[src/design/psc_pkg.sv]
`timescale 1ns / 1ps
package psc_pkg;

  localparam int LIMIT_W = 17;
  localparam int COUNT_W = 13;
  localparam logic [COUNT_W-1:0] COUNT_MAX = {COUNT_W{1'b1}};

  typedef logic [3:0] step_t;

  localparam step_t STEP_IDLE   = 4'd0;
  localparam step_t STEP_FILL   = 4'd1;
  localparam step_t STEP_SINIT  = 4'd2;
  localparam step_t STEP_SCHK   = 4'd3;
  localparam step_t STEP_SWAIT  = 4'd4;
  localparam step_t STEP_STRIKE = 4'd5;
  localparam step_t STEP_SNEXT  = 4'd6;
  localparam step_t STEP_CINIT  = 4'd7;
  localparam step_t STEP_CREAD  = 4'd8;
  localparam step_t STEP_EMIT   = 4'd9;

  typedef enum logic [2:0] {
    COND_ALWAYS,
    COND_IN_VALID,
    COND_K_GE_N,
    COND_SQ_GE_N,
    COND_COMPOSITE,
    COND_OUT_FREE
  } cond_t;

  typedef enum logic [3:0] {
    ACT_LOAD,
    ACT_FILL,
    ACT_SINIT,
    ACT_SREAD,
    ACT_SLOAD,
    ACT_STRIKE,
    ACT_SNEXT,
    ACT_CINIT,
    ACT_CREAD,
    ACT_EMIT
  } act_t;

  typedef struct packed {
    cond_t cond;
    act_t  act;
    logic  on_true;
    step_t tgt_t;
    step_t tgt_f;
  } uword_t;

  typedef struct packed {
    logic in_ready;
    logic load;
    logic fill;
    logic sinit;
    logic sread;
    logic sload;
    logic strike;
    logic snext;
    logic cinit;
    logic cread;
    logic emit;
  } ctrl_t;

  typedef struct packed {
    logic in_valid;
    logic k_ge_n;
    logic sq_ge_n;
    logic composite;
    logic out_free;
  } stat_t;

  function automatic uword_t ucode_rom(input step_t s);
    uword_t w;
    unique case (s)
      STEP_IDLE:   w = '{COND_IN_VALID,  ACT_LOAD,   1'b1, STEP_FILL,   STEP_IDLE};
      STEP_FILL:   w = '{COND_K_GE_N,    ACT_FILL,   1'b0, STEP_SINIT,  STEP_FILL};
      STEP_SINIT:  w = '{COND_ALWAYS,    ACT_SINIT,  1'b1, STEP_SCHK,   STEP_SCHK};
      STEP_SCHK:   w = '{COND_SQ_GE_N,   ACT_SREAD,  1'b0, STEP_CINIT,  STEP_SWAIT};
      STEP_SWAIT:  w = '{COND_COMPOSITE, ACT_SLOAD,  1'b0, STEP_SNEXT,  STEP_STRIKE};
      STEP_STRIKE: w = '{COND_K_GE_N,    ACT_STRIKE, 1'b0, STEP_SNEXT,  STEP_STRIKE};
      STEP_SNEXT:  w = '{COND_ALWAYS,    ACT_SNEXT,  1'b1, STEP_SCHK,   STEP_SCHK};
      STEP_CINIT:  w = '{COND_ALWAYS,    ACT_CINIT,  1'b1, STEP_CREAD,  STEP_CREAD};
      STEP_CREAD:  w = '{COND_K_GE_N,    ACT_CREAD,  1'b0, STEP_EMIT,   STEP_CREAD};
      STEP_EMIT:   w = '{COND_OUT_FREE,  ACT_EMIT,   1'b1, STEP_IDLE,   STEP_EMIT};
      default:     w = '{COND_ALWAYS,    ACT_SINIT,  1'b0, STEP_IDLE,   STEP_IDLE};
    endcase
    return w;
  endfunction

endpackage

[src/design/psc_useq.sv]
`timescale 1ns / 1ps
module psc_useq (
  input  logic          clk,
  input  logic          rst_n,
  input  psc_pkg::stat_t stat,
  output psc_pkg::ctrl_t ctrl
);
  import psc_pkg::*;

  step_t  step_r, step_nxt;
  uword_t word;
  logic   cond_val;
  logic   fire;

  assign word = ucode_rom(step_r);

  always_comb begin
    case (word.cond)
      COND_ALWAYS:    cond_val = 1'b1;
      COND_IN_VALID:  cond_val = stat.in_valid;
      COND_K_GE_N:    cond_val = stat.k_ge_n;
      COND_SQ_GE_N:   cond_val = stat.sq_ge_n;
      COND_COMPOSITE: cond_val = stat.composite;
      COND_OUT_FREE:  cond_val = stat.out_free;
      default:        cond_val = 1'b1;
    endcase
  end

  assign fire     = (cond_val == word.on_true);
  assign step_nxt = cond_val ? word.tgt_t : word.tgt_f;

  always_comb begin
    ctrl          = '0;
    ctrl.in_ready = (word.act == ACT_LOAD);
    unique case (word.act)
      ACT_LOAD:   ctrl.load   = fire;
      ACT_FILL:   ctrl.fill   = fire;
      ACT_SINIT:  ctrl.sinit  = fire;
      ACT_SREAD:  ctrl.sread  = fire;
      ACT_SLOAD:  ctrl.sload  = fire;
      ACT_STRIKE: ctrl.strike = fire;
      ACT_SNEXT:  ctrl.snext  = fire;
      ACT_CINIT:  ctrl.cinit  = fire;
      ACT_CREAD:  ctrl.cread  = fire;
      ACT_EMIT:   ctrl.emit   = fire;
      default:    ctrl.load   = 1'b0;
    endcase
  end

  always_ff @(posedge clk) begin
    if (!rst_n) begin
      step_r <= STEP_IDLE;
    end else begin
      step_r <= step_nxt;
    end
  end

endmodule
[config.mk]
export PLATFORM = sky130hd
export DESIGN_NAME = psc_useq
export DESIGN_NICKNAME = d
export VERILOG_FILES = /design/src/design/psc_pkg.sv /design/src/design/psc_useq.sv
export SDC_FILE = /design/constraint.sdc
export NUM_CORES = 1
export LEC_CHECK = 0
export BUFFER_PORTS_ARGS = -buffer_cell sky130_fd_sc_hd__buf_2
export CAP_MARGIN = 10
export CORE_MARGIN = 2
export CORE_UTILIZATION = 45
export DETAILED_ROUTE_END_ITERATION = 10
export HOLD_SLACK_MARGIN = 0.03
export PLACE_DENSITY = 0.77
export REMOVE_ABC_BUFFERS = 1
export SLEW_MARGIN = 20
export SYNTH_ARGS = -nofsm -noshare
export SYNTH_HDL_FRONTEND = slang
export SYNTH_SLANG_ARGS = --single-unit
[constraint.sdc]
create_clock -name clk -period 2.37 [get_ports clk]
set_input_delay 0 -clock clk [delete_from_list [all_inputs] [get_ports clk]]
set_output_delay 0 -clock clk [all_outputs]
set_load 0.1 [all_outputs]
==> impl_metrics.json, run 1 <==
{
  "layout_common_cells": "15 x dfxtp_1, 14 x buf_2, 8 x nand2_1",
  "syn_area_mm2": 0.00100,
  "critPathMaxFanout": 5,
  "clk_latency_ns": 0.29,
  "fp.dieArea_mm2": 0.00263,
  "cts_setup_buffers": 0,
  "h-tree-depth": 1,
  "n_antenna_cell": 0,
  "floorplan.rows": 17,
  "grt_usage_pct": 18.8,
  "nets": 143,
  "synth_warnings": 0,
  "largest_reg_flops": 15,
  "synth_edf_count": 0,
  "ys_seq_area_share_pct": 29.9,
  "cts_tree": "done",
  "ys_ff_latch": 15,
  "worst_ir_drop_vdd_mv": 0.990,
  "path_clk_slew_ns": 0.09,
  "slew_headroom_pct": 60.8,
  "maxCapViolCount": 0,
  "startpoint_type": "flop",
  "p_leak_nw": 0.483,
  "fmax_mhz": 457,
  "reg2reg_setup_slack_ns": 0.18,
  "worstPathRequired_ns": 2.56,
  "io_pins": 18,
  "drc_errors": 0,
  "setup-violations-final": 0,
  "cts_buffer_depth": 2,
  "place.gp.congestion": 0.859,
  "synthArstFlopShare_pct": 0,
  "status": "finished clean",
  "root_buffer": "clkbuf_4",
  "min_path_type": "in -> reg",
  "grt_setup_unrepaired": "false",
  "syn_inst": 112,
  "area_delta_synth_final_pct": 15.6,
  "skew_ns": 0.00147,
  "synthFlopType": "dfxtp_1",
  "die_width_um": 51.3,
  "first_pass_iters": 4,
  "ant_nets": 0,
  "finalCriticalPeriod_ns": 2.19,
  "tightest_slew_ns": 0.588,
  "finalCritPeriodShare_pct": 92.4,
  "layout-drive-gt1-share_pct": 26.4,
  "synth_cell_types": 39,
  "grt-ovfl-total": 0,
  "final_common_cell": "dfxtp_1",
  "grt_antenna_before_repair": 0,
  "grt_pass1_vias": 890,
  "grt_first_pass_wirelength_um": 3700,
  "die_y_um": 51.3,
  "p_per_area_mw_per_mm2": 1340,
  "worstSetupPathType": "reg -> reg",
  "fin_setup_tns_ns": 0,
  "finalWirelength_um": 2190,
  "fill_cells": 220,
  "start_util_pct": 46.3,
  "clkSinkCount": 15,
  "slew_violations": 0,
  "cp-end-kind": "flop",
  "hpwl_um": 1700,
  "via_per_inst": 5.71,
  "via_count": 897,
  "cts_buffers": 3,
  "hold_viol_final": 0,
  "core_area_mm2": 0.00217,
  "grt_start_max_net_pins": 14,
  "portBuffers": 17,
  "power.total_w": 0.00155,
  "avgSynthCellArea_um2": 8.97,
  "wl_per_cell_um": 13.9,
  "arrival_ns": 2.38,
  "drtIter0Drc": 15
}
## routing by layer
metal,routed length [µm],GRT usage [%],vias to the layer above
met5,0,0,-
met2,1050,31.8,23
met3,66,3.22,6
met4,51,11.0,0
li1,-,-,450
met1,1020,22.1,418
## final cells by class
| class | instances | area, µm² | area share [%] |
|---|---|---|---|
| multi-input cells | 85 | 666 | 57.3 |
| flip-flops and latches | 15 | 300 | 25.9 |
| repair buffers | 19 | 110 | 9.48 |
| well taps | 28 | 35.0 | 3.02 |
| clock buffers | 3 | 22.5 | 1.94 |
| inverters | 6 | 22.5 | 1.94 |
| clock inverters | 1 | 5.00 | 0.431 |
## synthesized netlist by cell type (3+ instances only)
library cell  instances  area, µm²
nand2_1               8       30.0
clkbuf_1              4       15.0
nor3_1                5       25.0
a21oi_1               6       30.0
nor2_1                3       11.3
nand4_1               3       18.8
nor4_1                3       18.8
nor3b_1               3       22.5
nor4b_1               3       26.3
inv_1                 6       22.5
dfxtp_1              15        300
ha_1                  6       75.1
and4_1                3       26.3
o21a_1                5       37.5
nand2b_1              7       43.8
nor2b_1               3       18.8
## logic make-up (layout without fill, tap and decap cells)
family                   after synthesis  after routing  share of synthesized area (%)
flip-flops                            15             15                           29.9
buffers and inverters                 12             29                           5.35
AO/OA/AOI/OAI                         28             28                           21.0
AND/OR/NAND/NOR                       46             46                           29.3
XOR/XNOR                               1              1                           1.62
multiplexers                           4              4                           5.35
adder cells (fa/ha/maj)                6              6                           7.47
## worst paths after layout
path	from	end	cells past startpoint
max	word[15]$_DFF_P_	word[13]$_DFF_P_	9
min	stat[3]	word[12]$_SDFF_PN0_	6
max reg2reg	word[15]$_DFF_P_	word[13]$_DFF_P_	9
min reg2reg	word[1]$_SDFF_PP0_	word[6]$_SDFF_PP0_	2
## report_power, final
| part | switching, W | total [W] | internal, W |
|---|---|---|---|
| registers | 0.0000949 | 0.000425 | 0.000331 |
| clock network | 0.0000892 | 0.000152 | 0.0000628 |
| logic | 0.000682 | 0.000974 | 0.000293 |
| total | 0.000866 | 0.00155 | 0.000686 |
## per-stage QoR
step                setup slack, ns  cells  hold slack [ns]  util (%)  instance area (µm²)
global route                0.00369    157            0.441      53.5                 1160
detailed placement            0.120    152            0.318      50.7                 1100
global placement              0.177    152            0.316      50.7                 1100
finish                        0.180    157            0.357      53.5                 1160
CTS                          0.0693    157            0.395      52.5                 1140
floorplan                     -1.83    106           0.0800         -                  973
## what timing repair did
action | 4_1_cts | 5_1_grt
resized for setup | 0 | 8
hold endpoints to repair | 1 | 0
endpoints found under the setup margin | 0 | 5
hold buffers | 1 | 0
## worst max-delay path, cell delays in order, from the launching register on
cell	delay, ns
dfxtp_1	0.43
a22o_1	0.20
nand2_1	0.13
nand3_4	0.14
mux2_2	0.38
nand2_1	0.12
ha_1	0.21
nand2_1	0.09
a211o_1	0.29
o311ai_1	0.10
Power figures use the tool's default switching activity.
==> run 2: changes to the inputs <==
==> constraint.sdc (replaced) <==
create_clock -name clk -period 2.37 [get_ports clk]
set_input_delay 0.3555 -clock clk [delete_from_list [all_inputs] [get_ports clk]]
set_output_delay 0.3555 -clock clk [all_outputs]
set_load 0.1 [all_outputs]
==> run 2 against run 1 <==
  * Fmax fell by 6.2%
  * Worst setup slack worse by 0.14 ns
  * Register-to-register slack worse by 0.14 ns
==> impl_metrics.json, run 2 (synthesis results as in run 1) <==
{
  "dpl_cell_area_mm2": 0.00130,
  "n_antenna_cell": 0,
  "min_path_type": "in -> reg",
  "finalWirelength_um": 2590,
  "core_area_mm2": 0.00217,
  "hold_viol_final": 0,
  "die_y_um": 51.3,
  "drc_errors": 0,
  "r2r_cells": 10,
  "die_width_um": 51.3,
  "p_seq_share_pct": 24.3,
  "grt_setup_unrepaired": "true",
  "cts_buffer_depth": 2,
  "layout_common_cells": "12 x dfxtp_1, 10 x buf_12, 8 x buf_4",
  "path_clk_slew_ns": 0.10,
  "p_leak_nw": 0.560,
  "cp-end-kind": "flop",
  "power.internal_w": 0.000882,
  "skew_ns": 0.00721,
  "place.gp.congestion": 0.912,
  "clk_latency_ns": 0.29,
  "reg2reg_setup_slack_ns": 0.03,
  "worstSetupPathType": "reg -> reg",
  "via_count": 955,
  "wl_per_cell_um": 15.9,
  "crit_end": "word[13]$_DFF_P_",
  "status": "finished clean",
  "largest_reg_flops": 15,
  "area_delta_synth_final_pct": 44.6,
  "hold_buffers": 0,
  "startpoint_type": "flop",
  "final_area_mm2": 0.00145,
  "io_pins": 18,
  "startpoint": "word[15]$_DFF_P_",
  "worst_ir_drop_vdd_mv": 1.23,
  "ant_nets": 0,
  "first_pass_iters": 4,
  "hpwl_um": 1830,
  "nets": 149,
  "setup-violations-final": 0,
  "portBuffers": 17,
  "via_per_inst": 5.86,
  "final_common_cell": "dfxtp_1",
  "p_per_area_mw_per_mm2": 1290,
  "p_sw_share_pct": 53.0,
  "root_buffer": "clkbuf_4",
  "p_comb_share_pct": 67.6,
  "grt_antenna_before_repair": 0,
  "finalCriticalPeriod_ns": 2.34,
  "clkSinkCount": 15,
  "worstPathRequired_ns": 2.55,
  "switching_power_w": 0.000995,
  "drtIter0Drc": 22,
  "fp.dieArea_mm2": 0.00263,
  "grt_first_pass_wirelength_um": 4000,
  "floorplan.rows": 17,
  "arrival_ns": 2.51,
  "critPathMaxFanout": 5,
  "fmax_mhz": 428,
  "layout-drive-gt1-share_pct": 41.5,
  "slew_violations": 0,
  "tightest_slew_ns": 0.585,
  "regToRegStartpoint": "word[15]$_DFF_P_",
  "slew_headroom_pct": 61.0,
  "fin_setup_tns_ns": 0,
  "r2r-end": "word[13]$_DFF_P_",
  "maxCapViolCount": 0,
  "finalCritPeriodShare_pct": 98.5,
  "grt_start_max_net_pins": 14,
  "pwr-share-clk_pct": 8.1,
  "cts_buffers": 3,
  "start_util_pct": 46.3,
  "cts_tree": "done",
  "grt-ovfl-total": 0,
  "grt_usage_pct": 20.6,
  "grt_pass1_vias": 905,
  "h-tree-depth": 1
}
run 2: worst min-delay path by stage:
stage / from / endpoint / cells past startpoint
3_5_place_dp: word[1]$_SDFF_PP0_ / word[6]$_SDFF_PP0_ / 2
2_1_floorplan: rst_n / word[8]$_DFF_P_ / 1
5_1_grt: rst_n / word[8]$_DFF_P_ / 2
3_3_place_gp: word[5]$_SDFF_PP0_ / word[6]$_SDFF_PP0_ / 2
4_1_cts: rst_n / word[8]$_DFF_P_ / 2
6_report: rst_n / word[8]$_DFF_P_ / 2
run 2: worst max-delay path, cell delays in order, from the launching register on:
cell      delay, ns
dfxtp_4        0.38
nor2_1         0.25
a21oi_4        0.12
nand3_4        0.12
buf_4          0.16
mux2_2         0.37
nand2_1        0.12
ha_1           0.22
nand2_1        0.09
a211o_1        0.29
o311ai_1       0.11
run 2: layout make-up:
class                   instances  area (µm²)
clock buffers                   3        22.5
repair buffers                 25         295
flip-flops and latches         15         309
multi-input cells              85         763
well taps                      28        35.0
clock inverters                 1        5.00
inverters                       6        22.5
fillers                       163         717
run 2: power by group through the flow:
| stage | Combinational (W) | Clock (W) | Sequential (W) |
|---|---|---|---|
| after floorplan | 0.000746 | 0 | 0.000401 |
| after detailed placement | 0.00113 | 0 | 0.000425 |
| after global placement | 0.00109 | 0 | 0.000421 |
| final | 0.00127 | 0.000151 | 0.000456 |
| after CTS | 0.00121 | 0.000146 | 0.000436 |
| after global routing | 0.00133 | 0.000160 | 0.000472 |
run 2: timing repair:
action,4_1_cts,5_1_grt
buffers inserted,1,0
gates resized for setup,11,13
pin swaps,1,5
endpoints found under the setup margin,10,14
run 2: layer usage:
layer,part of all wire [%],vias to the layer above,global-route usage (%)
met5,0,-,0
met4,2.0,0,10.5
met3,3.0,4,2.05
met2,55,28,40.7
met1,40,463,21.1
li1,-,460,-
run 2: per-stage QoR:
stage	std cells	setup WS (ns)	hold WS, ns	util, %	total power [W]
4_1_cts	163	0.0524	0.373	64.2	0.00179
6_report	163	0.0346	0.373	67.0	0.00188
2_1_floorplan	106	-2.26	0.435	-	0.00115
3_3_place_gp	158	0.0849	0.643	59.7	0.00151
3_5_place_dp	158	-0.0364	0.653	59.7	0.00155
5_1_grt	163	-0.0702	0.386	67.0	0.00197
